### src/sv/kss_pkg.sv
// kss_pkg: shared types, constants and helpers for the order-statistic selector
// no dependencies
`default_nettype none
package kss_pkg;
  localparam int unsigned ValueWidth = 32;
  localparam int unsigned RankWidth  = 6;

  typedef logic [ValueWidth-1:0] value_t;
  typedef logic [RankWidth-1:0]  rank_t;

  // sequencer state codes
  localparam logic [1:0] StIdle  = 2'd0;
  localparam logic [1:0] StCand  = 2'd1;
  localparam logic [1:0] StLatch = 2'd2;
  localparam logic [1:0] StScan  = 2'd3;

  // flip sign bit so an unsigned compare gives signed order
  function automatic value_t order_key(input value_t v);
    order_key = v ^ {1'b1, {(ValueWidth-1){1'b0}}};
  endfunction
endpackage
`default_nettype wire

### src/sv/kss_store.sv
// kss_store: value memory with one write port and one registered read port, one write and one read per cycle
// depends on kss_pkg
`default_nettype none
module kss_store #(
  parameter int unsigned Depth = 64,
  parameter int unsigned AddrW = 6
) (
  input  wire               clk_i,
  input  wire               wr_en_i,
  input  wire  [AddrW-1:0]  wr_addr_i,
  input  kss_pkg::value_t   wr_data_i,
  input  wire               rd_en_i,
  input  wire  [AddrW-1:0]  rd_addr_i,
  output kss_pkg::value_t   rd_data_o
);
  import kss_pkg::*;

  value_t mem_q [Depth];
  value_t rd_data_q;

  always_ff @(posedge clk_i) begin
    if (wr_en_i) begin
      mem_q[wr_addr_i] <= wr_data_i;
    end
    if (rd_en_i) begin
      rd_data_q <= mem_q[rd_addr_i];
    end
  end

  assign rd_data_o = rd_data_q;
endmodule
`default_nettype wire

### src/sv/kth_smallest_select.sv
// kth_smallest_select: top level, loads a set of signed values and selects by rank
// depends on kss_pkg and kss_store
//
// usage: raise start with sample_value_i for each element; a request is taken
// when start is high and busy is low. the request with is_last_i high also
// carries target_rank_i and closes the set.
// loading runs at one element per cycle into the value memory; elements past
// MAX_ELEMENTS are dropped.
// a rank at or beyond the element count gives a result in the cycle after the
// last request with rank_error_o high and zero value, busy stays low.
// otherwise the sequencer tests candidates in memory order: for each it scans
// all n entries through the single read port and counts the entries ranked
// below it (ties broken by position). the candidate whose count equals the
// rank is emitted. each candidate passes StCand, StLatch and StScan, so a
// selection tests between one and n candidates, bounded by the memory port.
// the result is shown for one cycle on result_valid_o; the receiver cannot
// stall. after the result the store is empty for the next set.
// reset empties the store and returns the sequencer to idle.
`default_nettype none
module kth_smallest_select #(
  parameter int unsigned MAX_ELEMENTS = 64
) (
  input  wire              clk_i,
  input  wire              rst_ni,
  input  wire              start,
  output logic             busy,
  input  kss_pkg::value_t  sample_value_i,
  input  wire              is_last_i,
  input  kss_pkg::rank_t   target_rank_i,
  output logic             result_valid_o,
  output kss_pkg::value_t  selected_value_o,
  output logic             rank_error_o
);
  import kss_pkg::*;

  localparam int unsigned AddrW = (MAX_ELEMENTS > 1) ? $clog2(MAX_ELEMENTS) : 1;
  localparam int unsigned CntW  = $clog2(MAX_ELEMENTS + 1) + 1;
  localparam logic [CntW-1:0] MaxCnt = CntW'(MAX_ELEMENTS);

  logic [1:0]      state_q, state_d;
  logic [CntW-1:0] count_q, count_d;   // elements loaded
  logic [CntW-1:0] n_q, n_d;           // set size under selection
  logic [CntW-1:0] rank_q, rank_d;
  logic [CntW-1:0] cand_q, cand_d;     // candidate index
  logic [CntW-1:0] issue_q, issue_d;   // next scan read index
  logic [CntW-1:0] pidx_q, pidx_d;     // index of data on the read port
  logic            pend_q, pend_d;
  logic [CntW-1:0] less_q, less_d;
  value_t          cval_q, cval_d;
  logic            rv_q, rv_d;
  logic            rerr_q, rerr_d;
  value_t          rval_q, rval_d;

  logic            req;
  logic            wr_en;
  logic [CntW-1:0] n_new;
  logic            rd_en;
  logic [CntW-1:0] rd_idx;
  value_t          rd_data;

  assign req   = start && !busy;
  assign wr_en = req && (count_q < MaxCnt);
  assign n_new = wr_en ? count_q + CntW'(1) : count_q;

  kss_store #(
    .Depth (MAX_ELEMENTS),
    .AddrW (AddrW)
  ) u_store (
    .clk_i     (clk_i),
    .wr_en_i   (wr_en),
    .wr_addr_i (count_q[AddrW-1:0]),
    .wr_data_i (sample_value_i),
    .rd_en_i   (rd_en),
    .rd_addr_i (rd_idx[AddrW-1:0]),
    .rd_data_o (rd_data)
  );

  always_comb begin
    state_d = state_q;
    count_d = count_q;
    n_d     = n_q;
    rank_d  = rank_q;
    cand_d  = cand_q;
    issue_d = issue_q;
    pidx_d  = pidx_q;
    pend_d  = pend_q;
    less_d  = less_q;
    cval_d  = cval_q;
    rv_d    = 1'b0;
    rerr_d  = rerr_q;
    rval_d  = rval_q;
    rd_en   = 1'b0;
    rd_idx  = issue_q;
    case (state_q)
      StIdle: begin
        if (req) begin
          count_d = n_new;
          if (is_last_i) begin
            count_d = '0;
            n_d     = n_new;
            rank_d  = CntW'(target_rank_i);
            if (CntW'(target_rank_i) >= n_new) begin
              // rank out of range
              rv_d   = 1'b1;
              rerr_d = 1'b1;
              rval_d = '0;
            end else begin
              cand_d  = '0;
              state_d = StCand;
            end
          end
        end
      end
      StCand: begin
        rd_en   = 1'b1;
        rd_idx  = cand_q;
        state_d = StLatch;
      end
      StLatch: begin
        cval_d  = rd_data;
        less_d  = '0;
        rd_en   = 1'b1;
        rd_idx  = '0;
        pidx_d  = '0;
        pend_d  = 1'b1;
        issue_d = CntW'(1);
        state_d = StScan;
      end
      StScan: begin
        if (pend_q) begin
          if ((order_key(rd_data) < order_key(cval_q)) ||
              ((rd_data == cval_q) && (pidx_q < cand_q))) begin
            less_d = less_q + CntW'(1);
          end
        end
        if (issue_q < n_q) begin
          rd_en   = 1'b1;
          pidx_d  = issue_q;
          pend_d  = 1'b1;
          issue_d = issue_q + CntW'(1);
        end else begin
          pend_d = 1'b0;
          if (!pend_q) begin
            // scan complete for this candidate
            if (less_q == rank_q) begin
              rv_d    = 1'b1;
              rerr_d  = 1'b0;
              rval_d  = cval_q;
              state_d = StIdle;
            end else begin
              cand_d  = cand_q + CntW'(1);
              state_d = StCand;
            end
          end
        end
      end
      default: state_d = StIdle;
    endcase
  end

  always_ff @(posedge clk_i or negedge rst_ni) begin
    if (!rst_ni) begin
      state_q <= StIdle;
      count_q <= '0;
      pend_q  <= 1'b0;
      rv_q    <= 1'b0;
    end else begin
      state_q <= state_d;
      count_q <= count_d;
      pend_q  <= pend_d;
      rv_q    <= rv_d;
    end
  end

  always_ff @(posedge clk_i) begin
    n_q     <= n_d;
    rank_q  <= rank_d;
    cand_q  <= cand_d;
    issue_q <= issue_d;
    pidx_q  <= pidx_d;
    less_q  <= less_d;
    cval_q  <= cval_d;
    rerr_q  <= rerr_d;
    rval_q  <= rval_d;
  end

  assign busy             = (state_q != StIdle);
  assign result_valid_o   = rv_q;
  assign selected_value_o = rval_q;
  assign rank_error_o     = rerr_q;
endmodule
`default_nettype wire

### config.mk
export PLATFORM = sky130hd
export DESIGN_NAME = kth_smallest_select
export DESIGN_NICKNAME = d
export VERILOG_FILES = /design/src/sv/kss_pkg.sv /design/src/sv/kss_store.sv /design/src/sv/kth_smallest_select.sv
export SDC_FILE = /design/constraint.sdc
export NUM_CORES = 2
export LEC_CHECK = 0
export BUFFER_PORTS_ARGS = -buffer_cell sky130_fd_sc_hd__buf_2
export CAP_MARGIN = 20
export CORE_ASPECT_RATIO = 0.5
export CORE_MARGIN = 8
export CORE_UTILIZATION = 30
export CTS_CLUSTER_DIAMETER = 60
export DETAILED_ROUTE_END_ITERATION = 10
export PLACE_DENSITY = 0.54
export SETUP_SLACK_MARGIN = 0.5
export SYNTH_ARGS = -nofsm -noshare
export SYNTH_HDL_FRONTEND = slang
export SYNTH_SLANG_ARGS = --single-unit
### constraint.sdc
create_clock -name clk_i -period 5.9 [get_ports clk_i]
set_input_delay 0.59 -clock clk_i [delete_from_list [all_inputs] [get_ports clk_i]]
set_output_delay 0.59 -clock clk_i [all_outputs]
set_load 0.02 [all_outputs]
==> flow_summary.ini <==
[job]
drv.max_cap_violation_count = 0

[placement]
gp_congestion = 0.8181
place.detailed.hpwl_mm = 150.5
numPortBuffers = 76
placedInstanceArea_mm2 = 0.09226

[synth]
synthMostInstantiatedCell = sky130_fd_sc_hd__edfxtp_1
synth_edf_count = 2191
yosysWarnings = 0
postSynthNetCount = 4752
netlist.area_leader.share_pct = 77.40
synthesis.area_mm2 = 0.08501
synth_flop_type = sky130_fd_sc_hd__edfxtp_1
synthesis.area_per_instance_um2 = 18.28
synth.area.top_cells = sky130_fd_sc_hd__edfxtp_1, sky130_fd_sc_hd__mux2i_1, sky130_fd_sc_hd__o22ai_1
synthDistinctLibCells = 50
yosys.area.top_type = sky130_fd_sc_hd__edfxtp_1
synth_sequential_area_ratio_pct = 77.75
ys_seq_elements = 2203
post_synth_most_frequent_cells = sky130_fd_sc_hd__edfxtp_1, sky130_fd_sc_hd__mux2i_1, sky130_fd_sc_hd__o22ai_1
synthesis.instances = 4650
synth_async_sr_flop_share_pct = 0.5447

[timing]
final_report_max_slew_violation_count = 0
finalWorstPathRequiredPeriod_ns = 4.864
hold_violations = 0
finalSetupViolations = 0
fin_worst_skew_ns = 0.08518
max_slew.worst_pin.slew_ns = 1.221
achievable-frequency_mhz = 205.6
final.period_utilization_pct = 82.43
max_slew_margin_pct = 17.52
totalNegativeSetupSlack_ns = 0
setup_repair_after_global_routing_missed_its_margin = no

[grt]
grt_pass1_vias = 45012
initial_antenna_violation_count = 21
grt_first_pass_wirelength_mm = 354.2
grt_remaining_overflow = 0
gr-usage-all-layers_pct = 16.37
maximum_number_of_pins_on_one_net_before_global_route_repair = 101

[setup_path]
cp-end-kind = flip-flop
reg2reg_depth = 11
flop_to_flop_setup_slack_ns = 1.04
cp_data_required_time_ns = 6.42
worst-endpoint-arrival_ns = 5.38
cp-start-kind = flip-flop
timing.setup.critical_path_class = flip-flop to flip-flop
crit_path_max_fanout = 50

[power]
static-leakage-power_nw = 34.71
power_report.internal_total_w = 0.03368
power.net_switching_w = 0.01985
comb_power_share_pct = 39.9
switching_share_pct = 37.08
peakVddDrop_mv = 0.6619
clock_power_share_pct = 24.9
cellPowerDensity_mw_per_mm2 = 540.0
seqPwrFrac_pct = 35.2

[cts]
post_cts_clock_slew_at_the_launch_and_capture_registers_of_the_worst_setup_and_hold_paths_ns = 0.07
cts_tree = done
post-cts-setup-buffer-count = 0
clockBufferDepth = 4
h-tree-depth = 4
cts_buffers = 216
post_cts_hold_buffer_count = 7
clock-sinks = 2203
root_buffer = sky130_fd_sc_hd__clkbuf_16
postCtsResizedCells = 0
clock_insertion_delay_worst_skew_ns = 0.88

[floorplan]
floorplan.core_area_mm2 = 0.2823
floorplan.die.width_um = 768.8
die-area_mm2 = 0.3017
chipHeight_um = 392.4
rows = 138
num_io_pins = 77
initial_core_util_pct = 30.11

[route]
wire_per_inst_um = 28.85
remaining_drc_errors = 0
drt_pass1_iterations = 5
iteration_0_drc_markers = 6200
detailroute.via_count = 46331
via_per_inst = 5.196
finalWirelength_mm = 257.3
final_antenna_net_count = 0

[layout]
stdcell_area_mm2 = 0.09912
number_of_nets_in_the_finished_design = 5066
final_layout_size_suffix_gt1_share_pct = 14.71
syn_to_final_growth_pct = 16.60
fillers = 26285
multiInputGateArea_mm2 = 0.01833
regArea_mm2 = 0.06609

[run_status]
outcome = complete, no violations

[worst_hold_path]
worst_hold_path.num_cells = 1
holdCritPathClass = primary input to flip-flop
-- per-layer routing --
| layer | routed length (µm) | track usage (%) |
|---|---|---|
| met1 | 112800 | 23.29 |
| met2 | 118400 | 26.10 |
| met3 | 20050 | 2.718 |
| met4 | 5987 | 4.126 |
| met5 | 13 | 0 |
-- cell type report --
cell class,instances,area share (%)
repair buffers,359,3.050
inverters,65,0.2461
multi-input cells,2119,18.49
clock inverters,119,1.036
well taps,3780,4.772
clock buffers,266,5.707
diodes,6,0.01515
flip-flops and latches,2203,66.68
-- state kept, by name, summed over array words and instances, names as in the netlist, 8 cells and up --
signal and count:
u_store.mem_q 2048, cval_q 32, selected_value_o 32, u_store.rd_data_o 32
cand_q 8, count_q 8, issue_q 8, less_q 8
n_q 8, pidx_q 8
-- worst paths after layout --
kind / start / to
max: state_q[0] / u_store.rd_data_o[8]
min: sample_value_i[2] / u_store.mem_q[19][2]
max reg2reg: state_q[0] / u_store.rd_data_o[8]
min reg2reg: u_store.rd_data_o[8] / cval_q[8]
max in group asynchronous: rst_ni / count_q[6]
min in group asynchronous: rst_ni / pend_q
-- critical path, cell delays in order (launching register included) --
cell and delay, ns:
sky130_fd_sc_hd__dfrtp_1 0.41, sky130_fd_sc_hd__inv_1 0.13, sky130_fd_sc_hd__ha_1 0.77, sky130_fd_sc_hd__inv_1 0.30, sky130_fd_sc_hd__a21oi_4 0.28, sky130_fd_sc_hd__buf_12 0.21, sky130_fd_sc_hd__buf_12 0.29, sky130_fd_sc_hd__buf_12 0.38
sky130_fd_sc_hd__mux2i_1 0.27, sky130_fd_sc_hd__o22ai_1 0.10, sky130_fd_sc_hd__o41ai_1 1.07, sky130_fd_sc_hd__o2111ai_1 0.23
-- power groups by stage --
| stage | Combinational [W] | Sequential, W | Clock (W) |
|---|---|---|---|
| 2_1_floorplan | 0.0130 | 0.0189 | 0 |
| 3_3_place_gp | 0.0208 | 0.0191 | 0 |
| 3_5_place_dp | 0.0213 | 0.0191 | 0 |
| 4_1_cts | 0.0213 | 0.0188 | 0.0135 |
| 5_1_grt | 0.0223 | 0.0188 | 0.0141 |
| 6_report | 0.0214 | 0.0188 | 0.0133 |
-- metrics by stage --
step / util (%) / instances / worst slack [ns] / hold WS, ns / power [W]
4_1_cts: 35.07 / 8905 / 1.160 / 0.1260 / 0.05367
2_1_floorplan: - / 4650 / 0.9827 / 0.2944 / 0.03187
5_1_grt: 35.11 / 8912 / 0.8895 / 0.06647 / 0.05529
3_3_place_gp: 32.59 / 8489 / -0.1765 / 0.4362 / 0.03997
3_5_place_dp: 32.68 / 8513 / 1.151 / 0.4518 / 0.04042
6_report: 35.11 / 8917 / 1.036 / 0.1090 / 0.05353
-- kinds of logic after synthesis --
| kind of cell | count (synthesis) | synth area share, % |
|---|---|---|
| xor+xnor | 29 | 0.3076 |
| mux | 1026 | 12.08 |
| compound gates | 714 | 5.652 |
| simple gates | 290 | 1.626 |
| flops | 2203 | 77.75 |
| fa+ha+maj | 60 | 0.8831 |
| buf+inv | 328 | 1.701 |
-- cells in the final DEF (no fill, tap or decap), drive strengths merged, types with 60 or more instances in the layout --
master and n:
o22ai 512, ha 60, clkinv 93, edfxtp 2191
o41ai 96, clkbuf 268, mux2i 1026, nor2 131
buf 350, inv 71
Power figures use the tool's default switching activity.
